<file path="config.mk">
export PLATFORM = sky130hd
export DESIGN_NAME = tcwf_ram
export DESIGN_NICKNAME = d
export VERILOG_FILES = /design/src/rtl/tcwf_ram.sv
export SDC_FILE = /design/constraint.sdc
export NUM_CORES = 1
export LEC_CHECK = 0
export ABC_AREA = 1
export BUFFER_PORTS_ARGS = -buffer_cell sky130_fd_sc_hd__clkbuf_2
export CAP_MARGIN = 20
export CORE_MARGIN = 1
export CORE_UTILIZATION = 45
export DETAILED_ROUTE_END_ITERATION = 6
export PLACE_DENSITY = 0.7
export SYNTH_ARGS = -nofsm -noshare
export SYNTH_HDL_FRONTEND = slang
export SYNTH_SLANG_ARGS = --single-unit
</file>
<file path="constraint.sdc">
create_clock -name clk -period 1.53 [get_ports clk]
set_clock_uncertainty 0.15 [all_clocks]
set_input_delay 0.153 -clock clk [delete_from_list [all_inputs] [get_ports clk]]
set_output_delay 0.153 -clock clk [all_outputs]
set_load 0.01 [all_outputs]
</file>
<file path="src/rtl/tcwf_ram.sv">
// Generic single-port-write, single-port-read RAM with registered read.
module tcwf_ram #(
	parameter int unsigned Width = 8,
	parameter int unsigned Depth = 16
) (
	input  logic                     clk,
	input  logic                     we,
	input  logic [$clog2(Depth)-1:0] waddr,
	input  logic [Width-1:0]         wdata,
	input  logic [$clog2(Depth)-1:0] raddr,
	output logic [Width-1:0]         rdata
);
	logic [Width-1:0] mem [Depth];

	always_ff @(posedge clk) begin
		if (we) begin
			mem[waddr] <= wdata;
		end
		rdata <= mem[raddr];
	end
endmodule

</file>
# Yosys cells after proc, flatten, opt, wreduce, memory -nomap -nowiden
# Memories as Yosys holds them, arrays and structs flattened. A register that Yosys moved wholly into a read port is not among the register bits.
# Cells that the tools add are included.
totals:
  regBits: 0
  ram_bits: 128
  word_cells: 3
  mem_count: 1
memory_table:
  columns: ["memory", "depth", "word_bits", "rd", "rd_clocked_by_memory_dff", "wr", "line_no", "source"]
  rows:
  - ["mem", 16, 8, 1, 1, 1, "13", "logic [Width-1:0] mem [Depth];"]
classes:
  n_mux: 2
op_table:
  columns: ["cell", "count"]
  rows:
  - ["1-bit two-way mux", 2]

# Depth between registers and ports, before layout
# Gate-level depths: netlist (run 1).
logic_depth:
  depth_word: 2
  ltp_mapped: 8
  depth_no_buf: 7

# Least setup slack after synthesis (run 1)
# No wires, ideal clock.
synth_path:
  path_type: "in2reg"
  start: "input waddr[2]"
  end: "memory mem[10][0], enable pin"
  setup_ns: 0.370
  arrival_ns: 0.734
  t_required_ns: 1.010
  slack_ns: 0.276
  stages: 2
  path_buffers: 0
  path_cell_list: "nand3b_1 -> nor2_1"
synth_lines:
  columns: ["item", "line_no", "source"]
  rows:
  - ["from (decl)", "8", "input logic [$clog2(Depth)-1:0] waddr,"]
  - ["to (decl)", "13", null]
# Straight into the memory's write port.

# Worst setup path in the final report (run 1)
layout_path:
  start: "register rdata[5] (read register of mem)"
  end: "output rdata[5]"
layout_lines:
  columns: ["item", "line_no", "source"]
  rows:
  - ["from (decl)", "11", "output logic [Width-1:0] rdata"]
# No word-level cell between the ends.

==> flow_metrics.env, run 1 <==
export IMPL_status="completed"
export IMPL_synth_avg_cell_area_um2=10.47
export IMPL_synth_xor_area_share_pct=0
export IMPL_cts_root_buf="clkbuf_16"
export IMPL_synthToLayoutAreaGrowth_pct=17.08
export IMPL_start_util_pct=47.03
export IMPL_swShare_pct=21.79
export IMPL_dieArea_um2=13270
export IMPL_ys_flop_type="edfxtp_1"
export IMPL_cts_resized=0
export IMPL_clkPwrFrac_pct=45.0
export IMPL_fin_util_pct=55.06
export IMPL_cts_tree="built"
export IMPL_finalMaxSlewViolations=0
export IMPL_synth_edff_count=128
export IMPL_worstSetupPathType="reg2out"
export IMPL_grt_usage_pct=20.87
export IMPL_antenna_found_initial=0
export IMPL_worstPathBufferInverterCount=1
export IMPL_placed_area_um2=6173
export IMPL_synth_mux_area_share_pct=0
export IMPL_postCtsSetupBuffers=0
export IMPL_drt_initial_drc_count=352
export IMPL_synth_common_cells="nand2_1 (173), edfxtp_1 (128), inv_1 (100), nand3_1 (97), nor2_1 (17)"
export IMPL_met3_usage_pct=4.164
export IMPL_yosysWarnings=0
export IMPL_hold_viol_final=0
export IMPL_io_buffer_count=25
export IMPL_n_antenna_cell=0
export IMPL_comb_power_share_pct=6.2
export IMPL_die_y_um=115.2
export IMPL_total_power_mw=8.597
export IMPL_clockBufferDepth=2
export IMPL_worst_setup_path_end_kind="output port"
export IMPL_synth_cells=551
export IMPL_fin_cells=777
export IMPL_fp_row_count=40
export IMPL_grtUsageMet1_pct=27.96
export IMPL_clkTransAtPathRegs_ns=0.06
export IMPL_dpl_cell_count=745
export IMPL_yosys_area_share_simple_pct=21.05
export IMPL_synth_top_cell_area_share_pct=66.65
export IMPL_power_density_nw_per_um2=1273
export IMPL_synth_seq_area_share_pct=69.43
export IMPL_yosysMostFrequentCell="nand2_1"
export IMPL_die_x_um=115.2
export IMPL_critPathSlowestCell="dfxtp_1"
export IMPL_multi_input_area_um2=1214
export IMPL_fillCellCount=993
export IMPL_start_kind="flop"
export IMPL_dr_pass1_iters=5
export IMPL_required_ns=1.23
export IMPL_p_int_mw=6.724
export IMPL_synth_compound_area_share_pct=0
export IMPL_viasPerCell=4.981
export IMPL_slowest_delay_ns=0.38
export IMPL_routed_wl_um=12560
export IMPL_seqPwrFrac_pct=48.8
export IMPL_setup_viol=0
export IMPL_wl_per_cell_um=16.16
export IMPL_synthAdderAreaFrac_pct=0
export IMPL_drive_gt1_share_pct=13.63
export IMPL_grt_max_degree=65
export IMPL_crit_family="flip-flops"
export IMPL_place_ws_ns=0.1240
export IMPL_finalSetupTns_ns=0
export IMPL_h_tree_depth=4
export IMPL_cts_made_buffers=17
export IMPL_clock_sinks=136
export IMPL_finalCriticalPeriod_ns=1.268
export IMPL_worstPathCellList="clkbuf_2"
export IMPL_holdWs_ns=0.06457
export IMPL_timing_final_ws_setup_ns=0.2618
export IMPL_cts_hold_buffers=0
export IMPL_cap_viol_max_count=0
export IMPL_p_leak_nw=2.935
export IMPL_ys_seq_elements=136
export IMPL_rsz0062_at_grt="false"
export IMPL_crit_fanout=1
export IMPL_nNetsFinal=614
export IMPL_postRouteAntennaNets=0
export IMPL_drc=0
export IMPL_synth_area_leader_cell="edfxtp_1"
export IMPL_grt_pass1_vias=3726
export IMPL_grt_first_pass_wirelength_um=19570
export IMPL_clock_latency_ns=0.41
export IMPL_synthArstFlopShare_pct=0
export IMPL_synth_distinct_cells=12
export IMPL_use_met2_pct=32.93
export IMPL_peakVddDrop_v=0.0009625
export IMPL_seq_area_um2=4004
export IMPL_finalCritPeriodShare_pct=82.89
export IMPL_synth_top_family_by_area="simple AND/OR/NAND/NOR gates"
export IMPL_tightest_slew_ns=0.4202
export IMPL_yosys_top_cells_area="edfxtp_1 (67%), nand2_1 (11%), nand3_1 (8.4%)"
export IMPL_busiest_layer="met2"
export IMPL_crit_arrival_ns=0.97
export IMPL_hold_class="in2reg"
export IMPL_slew_headroom_pct=71.99
export IMPL_vias=3870
export IMPL_design_area_um2=6751
export IMPL_ios=26
export IMPL_coreArea_um2=12260
export IMPL_grt_overflow_total=0
export IMPL_synth_fp_nets=569
export IMPL_dpl_hpwl_um=7701
export IMPL_p_switching_mw=1.873
export IMPL_syn_area_um2=5767
export IMPL_fmax_mhz=788.5
export IMPL_gp_congestion=0.8272
## final cells by class
cell class	instances	area share (%)
flip-flops and latches	136	59.30
inverters	102	5.671
multi-input cells	289	17.98
clock buffers	21	7.116
well taps	168	3.113
clock inverters	11	1.446
repair buffers	50	5.374
## power by group through the flow
stage	Combinational, mW	Clock [mW]	Sequential (mW)
finish	0.529	3.87	4.20
global route	0.581	4.07	4.20
CTS	0.531	3.93	4.19
detailed placement	0.527	0	4.27
global placement	0.515	0	4.27
floorplan	0.294	0	4.27
## registers in the layout (all words and copies together) (netlist names)
| signal | count |
|---|---|
| rdata | 8 |
| mem | 128 |
## path summary, 6_finish.rpt
kind	from	endpoint	slack (ns)	depth (start not counted)
setup reg to reg	mem[1][6]	rdata[6]	0.35	6
hold / removal	raddr[3]	rdata[6]	0.06	4
setup / recovery	rdata[5]	rdata[5]	0.26	1
hold reg to reg	mem[12][1]	rdata[1]	0.53	6
## cells in the final DEF, fill, tap and decap left out, types with 6 or more instances in the layout
cell	Yosys	routed
inv_1	100	100
clkbuf_2	0	25
nand3_1	97	97
edfxtp_1	128	128
nor2_1	17	17
nand2_1	173	173
dfxtp_1	8	8
clkbuf_16	0	17
clkinvlp_4	0	6
buf_4	4	21
## per-layer routing
metal	share of wire, %	vias to the layer above
met5	0	-
met4	2.3	0
met3	6.3	22
met2	48	158
met1	43	1823
li1	-	1867
## cell families after synthesis
logic type | Yosys count
buf+inv | 126
flops | 136
simple gates | 289
(Power assumes the default switching activity.)
==> run 2: changes to the inputs <==
- PLACE_DENSITY: 0.7 -> 0.73
- clock period: 1.53 -> 1 ns (I/O delays scaled with it)
==> run 2 against run 1 <==
Against the previous run:
- worst setup slack got worse by 0.39 ns
- the flow now finishes with violations (setup timing)
- critical path type unchanged
- critical endpoint is now rdata[1]
- utilization rose by 5.1 points
- critical path depth did not move
==> flow_metrics.env, run 2 (same netlist as run 1, synthesis figures left out) <==
export IMPL_cts_root_buf="clkbuf_16"
export IMPL_tightest_slew_ns=0.4441
export IMPL_die_y_um=115.2
export IMPL_hold_path_cell_count=1
export IMPL_gp_congestion=0.8272
export IMPL_slowest_delay_ns=0.35
export IMPL_p_switching_mw=2.967
export IMPL_cp_depth=1
export IMPL_grt_overflow_total=0
export IMPL_h_tree_depth=4
export IMPL_clockBufferDepth=2
export IMPL_swShare_pct=20.82
export IMPL_peakVddDrop_v=0.001300
export IMPL_wl_per_cell_um=16.78
export IMPL_worstSetupPathType="reg2out"
export IMPL_fillCellCount=928
export IMPL_clock_sinks=136
export IMPL_synthToLayoutAreaGrowth_pct=27.88
export IMPL_drt_initial_drc_count=434
export IMPL_setup_viol=16
export IMPL_hold_viol_final=0
export IMPL_grt_pass1_vias=3863
export IMPL_clkPwrFrac_pct=47.9
export IMPL_crit_family="flip-flops"
export IMPL_vias=3954
export IMPL_drc=0
export IMPL_finalSetupTns_ns=-1.375
export IMPL_crit_fanout=1
export IMPL_regMostFlops="mem"
export IMPL_die_x_um=115.2
export IMPL_violations="setup timing"
export IMPL_n_antenna_cell=0
export IMPL_rsz0062_at_grt="true"
export IMPL_antenna_found_initial=0
export IMPL_critPathSlowestCell="dfxtp_2"
export IMPL_final_common_cell="nand2_1"
export IMPL_timing_final_ws_setup_ns=-0.1250
export IMPL_io_buffer_count=25
export IMPL_viasPerCell=5.063
export IMPL_start_util_pct=47.03
export IMPL_cts_made_buffers=17
export IMPL_finalCritPeriodShare_pct=112.5
export IMPL_nNetsFinal=618
export IMPL_slew_headroom_pct=70.36
export IMPL_cap_viol_max_count=0
export IMPL_dr_pass1_iters=7
export IMPL_comb_power_share_pct=7.1
export IMPL_grt_first_pass_wirelength_um=20600
export IMPL_worstPathBufferInverterCount=1
export IMPL_p_int_mw=11.29
export IMPL_drive_gt1_share_pct=25.45
export IMPL_worst_setup_path_end_kind="output port"
export IMPL_seqPwrFrac_pct=45.0
export IMPL_finalMaxSlewViolations=0
export IMPL_crit_arrival_ns=0.87
export IMPL_fmax_mhz=888.9
export IMPL_clock_latency_ns=0.42
export IMPL_power_density_nw_per_um2=1933
export IMPL_largestRegisters="mem x128, rdata x8"
export IMPL_dieArea_um2=13270
export IMPL_dpl_hpwl_um=8060
export IMPL_start_kind="flop"
export IMPL_status="finished with violations"
export IMPL_coreArea_um2=12260
export IMPL_mostFrequentLayoutCells="nand2_1 (168), edfxtp_1 (128), inv_1 (97), nand3_1 (51), nand3_2 (44)"
export IMPL_p_leak_nw=3.131
export IMPL_required_ns=0.75
export IMPL_fp_row_count=40
export IMPL_worstPathCellList="buf_6"
export IMPL_postRouteAntennaNets=0
export IMPL_clkTransAtPathRegs_ns=0.06
export IMPL_grt_max_degree=34
export IMPL_cts_tree="built"
export IMPL_fin_util_pct=60.14
export IMPL_ios=26
export IMPL_routed_wl_um=13110
export IMPL_grt_usage_pct=21.92
export IMPL_largest_reg_flops=128
export IMPL_reg2reg_depth=6
export IMPL_hold_class="in2reg"
export IMPL_finalCriticalPeriod_ns=1.125
## run 2: changes by cell type in the layout (fill, tap and decap cells not counted), moves of 7 or more
cell      delta
nand3_1     -46
nand3_2     +44
nor2_1      -17
buf_12      +13
buf_4       -11
nor2_2       +9
clkbuf_2     -8
nor2_4       +8
buf_2        +7
## run 2: stage by stage
stage | std cells | power [mW] | hold WS, ns | setup WS (ns) | cell area, um2
6_report | 781 | 14.25 | 0.01333 | -0.1250 | 7375
5_1_grt | 781 | 14.63 | 0.02870 | -0.1595 | 7375
4_1_cts | 780 | 14.27 | 0.01676 | -0.1565 | 7276
3_5_place_dp | 746 | 7.430 | 0.3380 | -0.3940 | 6434
3_3_place_gp | 746 | 7.398 | 0.3375 | -0.3057 | 6434
2_1_floorplan | 551 | 7.016 | 0.04887 | -0.1236 | 5857
## run 2: what timing repair did
item	4_1_cts	5_1_grt
setup endpoints to repair	16	47
setup buffers	0	1
pin swaps	23	15
hold endpoints to repair	19	0
hold buffers	2	0
gates resized for setup	34	30
gates cloned	0	0
## run 2: final timing paths
check	from	end	slack, ns
max	rdata[1]	rdata[1]	-0.12
min	wdata[4]	mem[14][4]	0.01
max reg2reg	mem[2][0]	rdata[0]	-0.09
min reg2reg	mem[7][2]	rdata[2]	0.55
## run 2: layer usage
layer | vias up | share of wire (%) | GRT usage [%]
met5 | - | 0 | 0
met1 | 1891 | 41 | 27.23
met3 | 32 | 6.8 | 4.797
met2 | 155 | 49 | 35.46
li1 | 1876 | - | -
met4 | 0 | 3.6 | 12.99
## run 2: power groups by stage
stage / Combinational [mW] / Sequential (mW) / Clock (mW)
floorplan: 0.476 / 6.54 / 0
global placement: 0.875 / 6.52 / 0
detailed placement: 0.902 / 6.53 / 0
CTS: 0.974 / 6.41 / 6.89
global route: 1.11 / 6.42 / 7.10
finish: 1.01 / 6.41 / 6.83
## run 2: area by class of cell
class,instances,area [um2],share of cell area (%)
flip-flops and latches,136,4005,54.31
well taps,168,210.2,2.850
clock inverters,11,195.2,2.647
clock buffers,21,460.4,6.244
multi-input cells,289,1554,21.07
inverters,102,382.9,5.192
repair buffers,54,566.8,7.686
==> run 3: changes to the inputs <==
- CORE_UTILIZATION: 45 -> 50
- PLACE_DENSITY: 0.73 -> 0.79
==> run 3 against run 2 <==
Against the previous run:
- sequential share of layout area increased by 0.39 points
- the flow still finishes with violations (setup timing)
- fmax decreased by 2.4%
- utilization increased by 6.3 points
- worst setup slack got worse by 0.027 ns
- clock power decreased by 7.8%
- hold slack got worse by 0.0058 ns
- sequential power about the same
- global-route usage increased by 2.5 points
- first-iteration DRC count decreased by 25%
- non-clock buffer count increased by 1
- total power decreased by 3.5%
- register-to-register slack got worse by 0.06 ns
==> flow_metrics.env, run 3 (same netlist as run 1, synthesis figures left out) <==
export IMPL_power_density_nw_per_um2=1877
export IMPL_start_util_pct=52.28
export IMPL_cap_viol_max_count=0
export IMPL_peakVddDrop_v=0.001191
export IMPL_viasPerCell=5.407
export IMPL_grt_usage_pct=24.45
export IMPL_cts_root_buf="clkbuf_16"
export IMPL_hold_viol_final=0
export IMPL_largestRegisters="mem x128, rdata x8"
export IMPL_rsz0062_at_grt="true"
export IMPL_slew_headroom_pct=68.03
export IMPL_fin_util_pct=66.40
export IMPL_fin_cells=754
export IMPL_tightest_slew_ns=0.4790
export IMPL_rrSetupSlack_ns=-0.15
export IMPL_finalCriticalPeriod_ns=1.152
export IMPL_antenna_found_initial=0
export IMPL_cts_made_buffers=17
export IMPL_dieArea_um2=11970
export IMPL_io_buffer_count=25
export IMPL_final_common_cell="nand2_1"
export IMPL_timing_final_ws_setup_ns=-0.1521
export IMPL_reg2reg_depth=6
export IMPL_regMostFlops="mem"
export IMPL_n_antenna_cell=0
export IMPL_required_ns=1.16
export IMPL_routed_wl_um=13700
export IMPL_synthToLayoutAreaGrowth_pct=27.01
export IMPL_clock_latency_ns=0.42
export IMPL_grt_overflow_total=0
export IMPL_p_leak_nw=3.115
export IMPL_clkTransAtPathRegs_ns=0.06
export IMPL_grt_first_pass_wirelength_um=20670
export IMPL_dpl_hpwl_um=8204
export IMPL_finalSetupTns_ns=-1.597
export IMPL_crit_fanout=1
export IMPL_start_kind="flop"
export IMPL_total_power_mw=13.75
export IMPL_fp_row_count=38
export IMPL_hold_class="in2reg"
export IMPL_h_tree_depth=4
export IMPL_coreArea_um2=11030
export IMPL_wl_per_cell_um=18.17
export IMPL_grt_pass1_vias=3941
export IMPL_largest_reg_flops=128
export IMPL_fmax_mhz=868.0
export IMPL_worst_setup_path_end_kind="flop"
export IMPL_drt_initial_drc_count=326
export IMPL_holdPathEnd="mem[13][3]"
export IMPL_setup_viol=16
export IMPL_timing_rr_end="rdata[3]"
export IMPL_violations="setup timing"
export IMPL_die_y_um=109.4
export IMPL_die_x_um=109.4
export IMPL_worstSetupPathType="reg2reg"
export IMPL_cts_tree="built"
export IMPL_clock_sinks=136
export IMPL_gp_congestion=0.8104
export IMPL_r2r_start="mem[0][3]"
export IMPL_dr_pass1_iters=7
export IMPL_hold_path_cell_count=1
export IMPL_finalMaxSlewViolations=0
export IMPL_drc=0
export IMPL_postCtsSetupBuffers=0
export IMPL_mostFrequentLayoutCells="nand2_1 (157), edfxtp_1 (128), inv_1 (95), nand3_2 (52), nand3_1 (45)"
export IMPL_ios=26
export IMPL_nNetsFinal=619
export IMPL_drive_gt1_share_pct=28.50
export IMPL_status="finished with violations"
export IMPL_grt_max_degree=48
export IMPL_finalCritPeriodShare_pct=115.2
export IMPL_vias=4077
export IMPL_dpl_cell_count=718
export IMPL_postRouteAntennaNets=0
export IMPL_min_from="wdata[3]"
export IMPL_crit_arrival_ns=1.31
export IMPL_clockBufferDepth=2
==> run 3: cell count changes in the layout (fill, tap and decap cells not counted), sizes merged <==
cell | previous run | this run
inv | 102 | 105
buf | 35 | 34
bufinv | 5 | 3
clkbuf | 38 | 35
dlygate4sd3 | 2 | 4
clkinv | 3 | 5
==> run 3: stage by stage <==
stage / setup slack, ns / hold WS (ns) / instance area [um2]
2_1_floorplan: -0.1236 / 0.04887 / 5857
3_3_place_gp: -0.3016 / 0.3395 / 6374
3_5_place_dp: -0.3105 / 0.3389 / 6374
4_1_cts: -0.1383 / 0.004867 / 7188
5_1_grt: -0.2121 / 0.02204 / 7325
6_report: -0.1521 / 0.007543 / 7325
==> run 3: per-layer routing <==
layer | wire length [um] | up-vias | track usage [%]
met3 | 957 | 36 | 5.098
met1 | 5166 | 1947 | 29.44
met5 | 0 | - | 0
met4 | 428 | 0 | 14.00
met2 | 7147 | 210 | 40.93
li1 | - | 1884 | -
==> run 3: worst max path at each step <==
stage	slack, ns	to	from
after floorplan	-0.12	mem[10][0]	waddr[2]
after detailed placement	-0.31	rdata[6]	raddr[0]
after global placement	-0.30	rdata[6]	raddr[0]
after global routing	-0.21	rdata[4]	mem[8][4]
after CTS	-0.14	rdata[3]	rdata[3]
final	-0.15	rdata[3]	mem[0][3]
==> run 3: power by group <==
group / switching, mW / total [mW] / internal, mW
Clock: 2.37 / 6.30 / 3.93
Sequential: 0.0366 / 6.41 / 6.38
Combinational: 0.675 / 1.03 / 0.359
Total: 3.08 / 13.8 / 10.7
==> run 3: repair_timing <==
item                                   CTS  global route
gates resized for setup                 41            42
setup endpoints to repair               16            16
hold buffers                             4             0
endpoints found under the hold margin   52             0
cloned                                   0             0
pin swaps                               34            25
==> run 3: cell type report <==
type / count / area (um2)
fillers: 733 / 3706
repair buffers: 55 / 560.5
clock buffers: 18 / 429.2
clock inverters: 14 / 173.9
well taps: 140 / 175.2
multi-input cells: 289 / 1597
inverters: 102 / 382.9
flip-flops and latches: 136 / 4006
==> run 3: critical path, cell delays in order (launching register included) <==
cell and delay (ns):
edfxtp_1 0.37, inv_1 0.09, nand2_2 0.06, nand3_2 0.09
nand3_2 0.11, nand3_2 0.11, nand2_1 0.06
